<file path="src/design/kwm_pkg.sv">
`timescale 1ns / 1ps

package kwm_pkg;

  // Input command codes
  localparam logic CMD_PUSH = 1'b0;
  localparam logic CMD_END  = 1'b1;

  // Result kinds
  localparam logic KIND_ROW  = 1'b0;
  localparam logic KIND_DONE = 1'b1;

  // Configuration register indexes
  localparam int  CFG_IDX_W = 1;
  localparam logic [CFG_IDX_W-1:0] REG_LIVE_STREAMS      = 1'b0;
  localparam logic [CFG_IDX_W-1:0] REG_UNORDERED_STREAMS = 1'b1;

  // Field widths
  localparam int MASK_W   = 8;
  localparam int STREAM_W = 3;
  localparam int KEY_W    = 32;
  localparam int TAG_W    = 32;

  // Reset values of the configuration registers
  localparam logic [MASK_W-1:0] LIVE_RESET  = 8'hFF;
  localparam logic [MASK_W-1:0] UNORD_RESET = 8'h00;

  typedef struct packed {
    logic                cmd;
    logic [STREAM_W-1:0] stream;
    logic [KEY_W-1:0]    key;
    logic                key_null;
    logic [TAG_W-1:0]    row_tag;
  } in_req_t;

  typedef struct packed {
    logic                kind;
    logic [STREAM_W-1:0] from_stream;
    logic [KEY_W-1:0]    out_key;
    logic                out_null;
    logic [TAG_W-1:0]    out_tag;
  } out_req_t;

endpackage

</file>
<file path="src/design/kwm_sel.sv">
`timescale 1ns / 1ps

module kwm_sel #(
  parameter int STREAM_COUNT = 8,
  parameter int KEY_BITS     = 32,
  localparam int IW          = $clog2(STREAM_COUNT)
) (
  input  logic [STREAM_COUNT-1:0] cand_valid,
  input  logic [STREAM_COUNT-1:0] cand_first,
  input  logic [STREAM_COUNT-1:0] cand_null,
  input  logic [KEY_BITS-1:0]     cand_key [STREAM_COUNT],
  output logic                    win_found,
  output logic [IW-1:0]           win_idx
);

  localparam int NP = 1 << IW;

  logic                lv_v   [IW+1][NP];
  logic                lv_f   [IW+1][NP];
  logic                lv_n   [IW+1][NP];
  logic [KEY_BITS-1:0] lv_k   [IW+1][NP];
  logic [IW-1:0]       lv_idx [IW+1][NP];

  // True when key a sorts strictly before key b; null is least
  function automatic logic key_less(input logic na, input logic [KEY_BITS-1:0] ka,
                                    input logic nb, input logic [KEY_BITS-1:0] kb);
    logic res;
    if (na) begin
      res = !nb;
    end else if (nb) begin
      res = 1'b0;
    end else begin
      res = (ka < kb);
    end
    return res;
  endfunction

  // Reduce pairwise; the left (lower index) side keeps ties
  always_comb begin
    logic take_r;
    for (int l = 0; l <= IW; l++) begin
      for (int j = 0; j < NP; j++) begin
        lv_v[l][j]   = 1'b0;
        lv_f[l][j]   = 1'b0;
        lv_n[l][j]   = 1'b0;
        lv_k[l][j]   = '0;
        lv_idx[l][j] = '0;
      end
    end
    for (int j = 0; j < STREAM_COUNT; j++) begin
      lv_v[0][j]   = cand_valid[j];
      lv_f[0][j]   = cand_first[j];
      lv_n[0][j]   = cand_null[j];
      lv_k[0][j]   = cand_key[j];
      lv_idx[0][j] = IW'(j);
    end
    for (int l = 0; l < IW; l++) begin
      for (int j = 0; j < NP; j++) begin
        if (j < (NP >> (l + 1))) begin
          take_r = lv_v[l][2*j+1] &&
                   (!lv_v[l][2*j] ||
                    (lv_f[l][2*j+1] && !lv_f[l][2*j]) ||
                    (!lv_f[l][2*j+1] && !lv_f[l][2*j] &&
                     key_less(lv_n[l][2*j+1], lv_k[l][2*j+1],
                              lv_n[l][2*j], lv_k[l][2*j])));
          if (take_r) begin
            lv_v[l+1][j]   = lv_v[l][2*j+1];
            lv_f[l+1][j]   = lv_f[l][2*j+1];
            lv_n[l+1][j]   = lv_n[l][2*j+1];
            lv_k[l+1][j]   = lv_k[l][2*j+1];
            lv_idx[l+1][j] = lv_idx[l][2*j+1];
          end else begin
            lv_v[l+1][j]   = lv_v[l][2*j];
            lv_f[l+1][j]   = lv_f[l][2*j];
            lv_n[l+1][j]   = lv_n[l][2*j];
            lv_k[l+1][j]   = lv_k[l][2*j];
            lv_idx[l+1][j] = lv_idx[l][2*j];
          end
        end
      end
    end
  end

  assign win_found = lv_v[IW][0];
  assign win_idx   = lv_idx[IW][0];

endmodule

</file>
<file path="src/design/k_way_sorted_merge_core.sv">
`timescale 1ns / 1ps

// Sorted merge of up to eight row streams. Each request either pushes the next head row
// of a stream or ends that stream; after it is applied, the block emits at most one
// result: the winning head (unordered streams first, else the least key with null least
// and ties to the lowest stream) once every live, unended stream holds a head, or a
// single done marker when all live streams have ended and drained. One request is taken
// every clock cycle while no result is stalled; a request is registered on entry and its
// result is registered in the output register once the result slot can take it. A
// stalled result holds the request behind it. Each result comes from a single pass through
// the update logic and the pairwise winner tree over the registered heads (log2 of the
// stream count levels).
module k_way_sorted_merge_core #(
  parameter int STREAM_COUNT = 8,
  parameter int KEY_BITS     = 32
) (
  input  logic                                   clk,
  input  logic                                   rst_n,
  input  logic                                   in_valid,
  output logic                                   in_stall,
  input  kwm_pkg::in_req_t                       in_req,
  output logic                                   out_valid,
  input  logic                                   out_stall,
  output kwm_pkg::out_req_t                      out_rsp,
  input  logic                                   cfg_valid,
  output logic                                   cfg_ready,
  input  logic [kwm_pkg::CFG_IDX_W-1:0]          cfg_index,
  input  logic [kwm_pkg::MASK_W-1:0]             cfg_data
);

  import kwm_pkg::*;

  localparam int SIW = $clog2(STREAM_COUNT);

  // Configuration registers
  logic [MASK_W-1:0] live_r;
  logic [MASK_W-1:0] unord_r;

  // Input register
  logic    item_valid_r;
  in_req_t item_r;

  // Head state
  logic [STREAM_COUNT-1:0] head_valid_r;
  logic [STREAM_COUNT-1:0] head_valid_nxt;
  logic [STREAM_COUNT-1:0] head_null_r;
  logic [KEY_BITS-1:0]     head_key_r [STREAM_COUNT];
  logic [TAG_W-1:0]        head_tag_r [STREAM_COUNT];
  logic [STREAM_COUNT-1:0] ended_r;
  logic [STREAM_COUNT-1:0] ended_nxt;
  logic                    done_sent_r;

  // Output register
  logic     out_valid_r;
  out_req_t out_r;

  logic [STREAM_COUNT-1:0] live_v;
  logic [STREAM_COUNT-1:0] first_v;
  logic [STREAM_COUNT-1:0] hit;
  logic [STREAM_COUNT-1:0] hit_push;
  logic [STREAM_COUNT-1:0] upd_valid;
  logic [STREAM_COUNT-1:0] upd_null;
  logic [KEY_BITS-1:0]     upd_key [STREAM_COUNT];
  logic [STREAM_COUNT-1:0] cand_valid;
  logic [STREAM_COUNT-1:0] clr;
  logic                    win_found;
  logic [SIW-1:0]          win_idx;
  logic                    any_head;
  logic                    all_ready;
  logic                    all_ended;
  logic                    emit_row;
  logic                    emit_done;
  logic                    advance;
  logic                    proc;
  logic                    in_take;

  // Map the 8-bit masks onto the stream slots; slots past the mask are never live
  for (genvar gi = 0; gi < STREAM_COUNT; gi++) begin : g_mask
    if (gi < MASK_W) begin : g_in
      assign live_v[gi]  = live_r[gi];
      assign first_v[gi] = unord_r[gi];
    end else begin : g_out
      assign live_v[gi]  = 1'b0;
      assign first_v[gi] = 1'b0;
    end
  end

  // Handshake: the held request advances when the result slot can take a new value
  assign advance   = !out_valid_r || !out_stall;
  assign proc      = item_valid_r && advance;
  assign in_stall  = item_valid_r && !advance;
  assign in_take   = in_valid && !in_stall;
  assign cfg_ready = 1'b1;
  assign out_valid = out_valid_r;
  assign out_rsp   = out_r;

  // Apply the held request to the heads
  always_comb begin
    for (int i = 0; i < STREAM_COUNT; i++) begin
      hit[i]       = live_v[i] && (32'(item_r.stream) == i);
      hit_push[i]  = hit[i] && (item_r.cmd == CMD_PUSH) && !ended_r[i] && !head_valid_r[i];
      ended_nxt[i] = ended_r[i] || (hit[i] && (item_r.cmd == CMD_END));
      upd_valid[i] = head_valid_r[i] || hit_push[i];
      upd_null[i]  = hit_push[i] ? item_r.key_null : head_null_r[i];
      upd_key[i]   = hit_push[i] ? KEY_BITS'(item_r.key) : head_key_r[i];
    end
  end

  assign cand_valid = live_v & upd_valid;
  assign any_head   = |cand_valid;
  assign all_ready  = &(~live_v | ended_nxt | upd_valid);
  assign all_ended  = &(~live_v | ended_nxt);
  assign emit_row   = any_head && all_ready;
  assign emit_done  = !any_head && all_ended && !done_sent_r;

  kwm_sel #(
    .STREAM_COUNT (STREAM_COUNT),
    .KEY_BITS     (KEY_BITS)
  ) u_sel (
    .cand_valid (cand_valid),
    .cand_first (first_v),
    .cand_null  (upd_null),
    .cand_key   (upd_key),
    .win_found  (win_found),
    .win_idx    (win_idx)
  );

  // Drop the winning head
  always_comb begin
    for (int i = 0; i < STREAM_COUNT; i++) begin
      clr[i] = emit_row && win_found && (win_idx == SIW'(i));
    end
    head_valid_nxt = upd_valid & ~clr;
  end

  // Configuration writes
  always_ff @(posedge clk) begin
    if (!rst_n) begin
      live_r  <= LIVE_RESET;
      unord_r <= UNORD_RESET;
    end else if (cfg_valid && cfg_ready) begin
      case (cfg_index)
        REG_LIVE_STREAMS:      live_r  <= cfg_data;
        REG_UNORDERED_STREAMS: unord_r <= cfg_data;
        default: ;
      endcase
    end
  end

  // Input register
  always_ff @(posedge clk) begin
    if (!rst_n) begin
      item_valid_r <= 1'b0;
    end else if (in_take) begin
      item_valid_r <= 1'b1;
    end else if (advance) begin
      item_valid_r <= 1'b0;
    end
  end

  always_ff @(posedge clk) begin
    if (in_take) begin
      item_r <= in_req;
    end
  end

  // Head control state
  always_ff @(posedge clk) begin
    if (!rst_n) begin
      head_valid_r <= '0;
      ended_r      <= '0;
      done_sent_r  <= 1'b0;
    end else if (proc) begin
      head_valid_r <= head_valid_nxt;
      ended_r      <= ended_nxt;
      if (emit_done) begin
        done_sent_r <= 1'b1;
      end
    end
  end

  // Head payload, written on a push
  always_ff @(posedge clk) begin
    for (int i = 0; i < STREAM_COUNT; i++) begin
      if (proc && hit_push[i]) begin
        head_null_r[i] <= item_r.key_null;
        head_key_r[i]  <= KEY_BITS'(item_r.key);
        head_tag_r[i]  <= item_r.row_tag;
      end
    end
  end

  // Result register
  always_ff @(posedge clk) begin
    if (!rst_n) begin
      out_valid_r <= 1'b0;
    end else begin
      out_valid_r <= (proc && (emit_row || emit_done)) || (out_valid_r && out_stall);
    end
  end

  always_ff @(posedge clk) begin
    if (proc && emit_row) begin
      out_r.kind        <= KIND_ROW;
      out_r.from_stream <= STREAM_W'(win_idx);
      out_r.out_key     <= upd_null[win_idx] ? '0 : KEY_W'(upd_key[win_idx]);
      out_r.out_null    <= upd_null[win_idx];
      out_r.out_tag     <= hit_push[win_idx] ? item_r.row_tag : head_tag_r[win_idx];
    end else if (proc && emit_done) begin
      out_r.kind        <= KIND_DONE;
      out_r.from_stream <= '0;
      out_r.out_key     <= '0;
      out_r.out_null    <= 1'b0;
      out_r.out_tag     <= '0;
    end
  end

endmodule

</file>
<file path="config.mk">
export PLATFORM = sky130hd
export DESIGN_NAME = k_way_sorted_merge_core
export DESIGN_NICKNAME = d
export VERILOG_FILES = /design/src/design/kwm_pkg.sv /design/src/design/kwm_sel.sv /design/src/design/k_way_sorted_merge_core.sv
export SDC_FILE = /design/constraint.sdc
export NUM_CORES = 1
export LEC_CHECK = 0
export ABC_AREA = 1
export BUFFER_PORTS_ARGS = -buffer_cell sky130_fd_sc_hd__buf_2
export CORE_MARGIN = 2
export CORE_UTILIZATION = 26
export DETAILED_ROUTE_END_ITERATION = 10
export HOLD_SLACK_MARGIN = 0.12
export PLACE_DENSITY = 0.37
export SYNTH_ARGS = -nofsm -noshare
export SYNTH_HDL_FRONTEND = slang
export SYNTH_SLANG_ARGS = --single-unit
</file>
<file path="constraint.sdc">
create_clock -name clk -period 11.25 [get_ports clk]
set_clock_uncertainty 0.15 [all_clocks]
set_input_delay 0.5625 -clock clk [delete_from_list [all_inputs] [get_ports clk]]
set_output_delay 0.5625 -clock clk [all_outputs]
set_load 0.01 [all_outputs]
</file>
==> flow_metrics.py, run 1 <==
metrics = {
    "run": {
        "drv_cap": 0,
    },
    "layout": {
        "layout.cells.most_common_list": "1513 x nand2_1, 657 x edfxtp_1, 463 x o21ai_0, 229 x buf_4, 215 x nor2_1",
        "area_growth_pct": 23.2,
        "final_common_cell": "nand2_1",
        "fillers": 15000,
        "nets": 4850,
        "final_util_pct": 32.2,
        "final_layout_size_suffix_gt1_share_pct": 14.0,
    },
    "floorplanning": {
        "die_x_um": 383,
        "start_util_pct": 26.1,
        "coreArea_um2": 143000,
        "io_pins": 155,
        "die_area_um2": 147000,
        "fp-row-count": 139,
        "die_y_um": 383,
    },
    "detailed_routing": {
        "wirelength_um": 152000,
        "wl_met2_um": 65900,
        "first_iter_violations": 2859,
        "dr.pass1.iters": 6,
        "post-route-drc-count": 0,
        "wirelength_met1_um": 74900,
        "wl_met3_um": 8590,
        "wire_per_inst_um": 23.4,
        "viasPerCell": 4.77,
        "ant_nets": 0,
        "highest_layer": "met5",
        "vias": 31100,
    },
    "worst_setup_path": {
        "crit_path_frequent_cell": "nand2_1",
        "crit_type": "reg2reg",
        "r2r_start": "item_r[68]$_DFFE_PP_",
        "slowest_stage": "o21ai_0",
        "startpoint": "item_r[68]$_DFFE_PP_",
        "crit_fanout": 35,
        "crit_path_start_kind": "flop",
        "worstPathArrival_ns": 11.11,
        "slowest_delay_ns": 0.67,
        "critPathCaptureType": "flop",
        "cp_data_required_time_ns": 11.54,
    },
    "synth": {
        "synth-seq-area-share_pct": 54.8,
        "syn_area_per_cell_um2": 9.00,
        "synth_fp_nets": 4445,
        "ys.warnings.count": 0,
        "synth_top_area_share_pct": 52.9,
        "synth_area_um2": 37300,
        "synth_edf_count": 657,
        "async_flop_share_pct": 0,
        "ys_dominant_reg_cell": "edfxtp_1",
        "ys_types": 46,
        "synth_area_leaders": "edfxtp_1 53%, nand2_1 15%, ha_1 7.1%",
        "synthCells": 4149,
        "ys_seq_elements": 693,
        "synth_area_leader_cell": "edfxtp_1",
    },
    "sta": {
        "worstMarginPinSlew_ns": 1.17,
        "max_freq_ghz": 0.0924,
        "slew-limit-headroom_pct": 20.9,
        "holdWs_ns": 0.323,
        "finalCritPeriodShare_pct": 96.2,
        "totalNegativeSetupSlack_ns": 0,
        "period_minus_slack_ns": 10.82,
        "setup_viol": 0,
        "final_hold_viol_count": 0,
        "maxSlewViolCount": 0,
    },
    "grt": {
        "grt_pass1_vias": 29500,
        "overflow": 0,
        "grt_use_total_pct": 20.4,
        "antenna_found_initial": 14,
        "grt_max_degree": 52,
        "grt_pass1_wl_um": 217000,
    },
    "clock_network": {
        "clk_latency_ns": 0.71,
        "htree_num_levels": 3,
        "cts_max_path_buffers": 3,
        "root_buffer": "clkbuf_16",
        "cts_num_sinks": 693,
        "tritoncts": "built",
        "numCtsBuffers": 86,
        "clkTransAtPathRegs_ns": 0.06,
    },
    "min_path": {
        "worstHoldPathType": "reg2reg",
        "hp-start": "head_valid_r[5]$_SDFFE_PN0P_",
    },
    "place": {
        "place_hpwl_um": 109000,
        "port_buffers": 153,
        "gp_congestion": 0.891,
    },
    "power": {
        "ir_drop_v": 0.0000958,
        "p_leak_nw": 18.8,
        "p_per_area_nw_per_um2": 145,
    },
    "status": {
        "status": "complete, no violations",
    },
}
## logic make-up (layout without fill, tap and decap cells)
group	count (synthesis)	after routing	synth area share (%)
compound gates	727	727	10.3
buf+inv	417	883	4.58
other cells	1	2	0.0100
fa+ha+maj	213	213	7.14
flops	693	693	54.8
simple gates	2098	2098	23.2
## area by class of cell
cell class	instances	area [µm²]	area share (%)
Sequential cell	693	20400	44.5
Multi-Input combinational cell	3039	15400	33.5
Timing Repair Buffer	514	4220	9.17
Tap cell	1903	2380	5.18
Clock buffer	119	2340	5.08
Inverter	220	832	1.81
Clock inverter	30	359	0.781
Antenna cell	1	2.50	0.00544
## per-layer routing
metal | vias up | global-route usage [%]
met2 | 926 | 30.8
met1 | 15000 | 30.6
met3 | 162 | 2.84
li1 | 15000 | -
met4 | 20 | 4.70
met5 | - | 0
## Yosys cell counts, types with 3 or more instances
library cell and number:
nand3_1 178, nor2_1 225, nand2_1 1519, edfxtp_1 657, nand3b_1 37, a211oi_1 15, o221ai_1 5, nand3_2 9
a21o_1 4, nand4_1 49, dfxtp_1 36, o22ai_1 4, or2_2 35, o21a_1 17, nand2_2 13, buf_6 3
buf_1 13, buf_2 42, o221a_2 5, o21bai_1 4, nor3_1 8, clkinv_1 5, o21ai_0 502, buf_4 18
ha_1 213, o21ai_1 5, a21oi_1 148, a2111oi_0 4, nor4_1 7, a31oi_1 7, nor2_2 7, o21ai_2 3
inv_1 213, clkbuf_1 121, nor2_4 5
## state kept, by name (all words and copies together) (netlist names)
name	cells
live_r	8
head_null_r	8
out_rsp	69
ended_r	8
head_valid_r	8
first_v	8
head_tag_r	256
item_valid_r	1
out_valid	1
head_key_r	256
item_r	69
done_sent_r	1
## worst paths after layout
kind	slack [ns]	to	depth (start not counted)
hold reg to reg	0.32	head_valid_r[5]$_SDFFE_PN0P_	2
setup / recovery	0.43	out_rsp[33]$_SDFFCE_PP0P_	57
setup reg to reg	0.43	out_rsp[33]$_SDFFCE_PP0P_	57
hold / removal	0.32	head_valid_r[5]$_SDFFE_PN0P_	2
## where the power goes
group          leakage (nW)  switching (mW)  internal, mW
Sequential             6.39          0.0398          2.85
Clock                  1.30            1.16          1.59
Combinational          11.2           0.670         0.362
Total                  18.8            1.87          4.81
## per-stage QoR
stage / cells / cell area (µm²) / setup slack (ns) / power (mW)
6_report: 6519 / 46000 / 0.426 / 6.68
3_5_place_dp: 6276 / 42200 / -0.523 / 3.94
4_1_cts: 6516 / 45900 / 0.125 / 6.75
5_1_grt: 6519 / 46000 / -0.000257 / 6.95
2_1_floorplan: 4149 / 37300 / 3.03 / 3.47
3_3_place_gp: 6276 / 42200 / -0.606 / 3.95
## what timing repair did
item                                    in CTS  in global routing
hold buffers                                91                  0
pin swaps                                    0                  3
hold endpoints to repair                    86                  0
setup buffers                                0                  2
gates resized for setup                     18                 44
endpoints found under the setup margin      71                 71
## worst max-delay path, delay by kind of cell, from the launching register on
| family | cells | cell delay (ns) |
|---|---|---|
| AO/OA/AOI/OAI | 7 | 2.25 |
| AND/OR/NAND/NOR | 34 | 4.41 |
| flip-flops | 1 | 0.43 |
| adder cells (fa/ha/maj) | 3 | 1.02 |
| buffers and inverters | 13 | 2.14 |
(Power assumes the default switching activity.)
==> inputs of run 2 (changes only) <==
==> constraint.sdc (replaced) <==
create_clock -name clk -period 10.9 [get_ports clk]
set_clock_uncertainty 0.15 [all_clocks]
set_input_delay 0.545 -clock clk [delete_from_list [all_inputs] [get_ports clk]]
set_output_delay 0.545 -clock clk [all_outputs]
set_load 0.01 [all_outputs]
==> run 2 against run 1 <==
Effect of this change: routed wire length up 3.8%; clock-buffer cell count shrank 10; clock power increased by 8.4%; via count increased by 3.2%; combinational power grew 11%; first-iteration DRC count is 6.1% higher; core utilization grew 2.0 points; design area up 6.1%; non-clock buffer count increased by 296; worst setup slack gained 0.16 ns; maximum frequency up 4.9%; cell count grew 4.8%; largest cell class unchanged; largest power group is now clock; highest routed layer unchanged.
==> flow_metrics.py, run 2 (synthesized netlist as in run 1, its figures left out) <==
metrics = {
    "status": {
        "status": "complete, no violations",
    },
    "sta": {
        "holdWs_ns": 0.264,
        "setup_viol": 0,
        "totalNegativeSetupSlack_ns": 0,
        "final_hold_viol_count": 0,
        "fin_ws_ns": 0.581,
        "maxSlewViolCount": 0,
        "period_minus_slack_ns": 10.32,
        "slew-limit-headroom_pct": 2.83,
        "max_freq_ghz": 0.0969,
        "worstMarginPinSlew_ns": 1.44,
        "finalCritPeriodShare_pct": 94.7,
        "grt_setup_unrepaired": "true",
    },
    "worst_setup_path": {
        "crit_path_start_kind": "flop",
        "r2r_start": "item_r[68]$_DFFE_PP_",
        "crit_fanout": 36,
        "cp_data_required_time_ns": 11.16,
        "worstPathArrival_ns": 10.58,
        "slowest_stage": "o21ai_1",
        "startpoint": "item_r[68]$_DFFE_PP_",
        "crit_type": "reg2reg",
        "critPathCaptureType": "flop",
        "critical_path_buf_inv_count": 10,
        "ff2ff_setup_slack_ns": 0.58,
        "crit_path_frequent_cell": "nand2_1",
        "slowest_delay_ns": 0.71,
        "cp_top_family": "simple AND/OR/NAND/NOR gates",
    },
    "grt": {
        "grt_use_total_pct": 21.1,
        "overflow": 0,
        "antenna_found_initial": 14,
        "grt_pass1_wl_um": 223000,
        "grt_pass1_vias": 30400,
        "grt_max_degree": 64,
    },
    "layout": {
        "final_area_um2": 48800,
        "final_util_pct": 34.1,
        "final_common_cell": "nand2_1",
        "final_layout_size_suffix_gt1_share_pct": 20.1,
        "stdcell_count": 6830,
        "reg_top3": "head_key_r (256), head_tag_r (256)",
        "layout.cells.most_common_list": "1512 x nand2_1, 657 x edfxtp_1, 501 x buf_4, 405 x o21ai_0",
        "area_growth_pct": 30.7,
        "nets": 5148,
    },
    "power": {
        "p_leak_nw": 20.5,
        "ir_drop_v": 0.000103,
        "finalPower_mw": 7.10,
        "p_per_area_nw_per_um2": 145,
    },
    "floorplanning": {
        "die_y_um": 383,
        "start_util_pct": 26.1,
        "die_x_um": 383,
        "die_area_um2": 147000,
        "fp-row-count": 139,
        "io_pins": 155,
        "coreArea_um2": 143000,
    },
    "detailed_routing": {
        "vias": 32100,
        "dr.pass1.iters": 6,
        "post-route-drc-count": 0,
        "first_iter_violations": 3033,
        "viasPerCell": 4.70,
        "ant_nets": 0,
        "wirelength_um": 158000,
        "wire_per_inst_um": 23.1,
    },
    "place": {
        "place_hpwl_um": 115000,
        "dp_cells": 6558,
        "place_ws_ns": -0.679,
        "port_buffers": 153,
        "placed_area_um2": 44500,
        "gp_congestion": 0.907,
    },
    "run": {
        "drv_cap": 0,
    },
    "clock_network": {
        "clkTransAtPathRegs_ns": 0.07,
        "cts_num_sinks": 693,
        "clk_latency_ns": 0.69,
        "cts_max_path_buffers": 3,
        "tritoncts": "built",
        "root_buffer": "clkbuf_16",
        "htree_num_levels": 3,
        "numCtsBuffers": 88,
    },
    "min_path": {
        "hp-start": "cfg_valid",
        "worstHoldPathType": "in2reg",
    },
}
## run 2: cell count changes in the layout (fill, tap and decap cells not counted), moves of 7 or more
cell / before / now
o21ai_2: 5 / 25
clkinv_2: 4 / 11
buf_4: 229 / 501
o21ai_1: 41 / 78
clkbuf_1: 28 / 19
buf_12: 41 / 53
o21ai_0: 463 / 405
## run 2: final cells by class
cell class	instances	area, µm²
Sequential cell	693	20400
Antenna cell	4	10.0
Clock buffer	109	2320
Inverter	220	840
Tap cell	1903	2380
Multi-Input combinational cell	3039	15500
Fill cell	14800	94200
Clock inverter	52	563
Timing Repair Buffer	810	6690
## run 2: power by group
part           leakage (nW)  total, mW  internal (mW)  switching, mW
Sequential             6.39       2.97           2.94         0.0298
Clock                  1.40       2.98           1.74           1.24
Combinational          12.7       1.14          0.420          0.720
## run 2: metal layers
metal | up-vias | wire (µm) | share of wire (%) | global-route usage [%]
met1 | 15300 | 78400 | 50 | 32.1
li1 | 15600 | - | - | -
met3 | 168 | 11000 | 7.0 | 3.70
met2 | 1008 | 65000 | 41 | 30.6
met4 | 12 | 3550 | 2.2 | 5.26
met5 | - | 76 | 0.048 | 0
## run 2: repair_timing
action                                 in CTS  in global routing
gates resized for setup                    50                112
cloned                                      0                  3
endpoints found under the hold margin      87                  0
hold buffers                               95                  0
setup endpoints to repair                  73                 71
setup buffers                               0                  9
pin swaps                                   0                  4
## run 2: final timing paths
kind / endpoint / cells after the start
setup / recovery: out_rsp[16]$_SDFFCE_PN0P_ / 60
hold / removal: first_v[5]$_SDFFE_PN0P_ / 3
setup reg to reg: out_rsp[16]$_SDFFCE_PN0P_ / 60
hold reg to reg: head_valid_r[3]$_SDFFE_PN0P_ / 2
## run 2: worst min-delay path: stages
cell and delay [ns]:
buf_2 0.10, nand2_1 0.28, a21oi_1 0.12
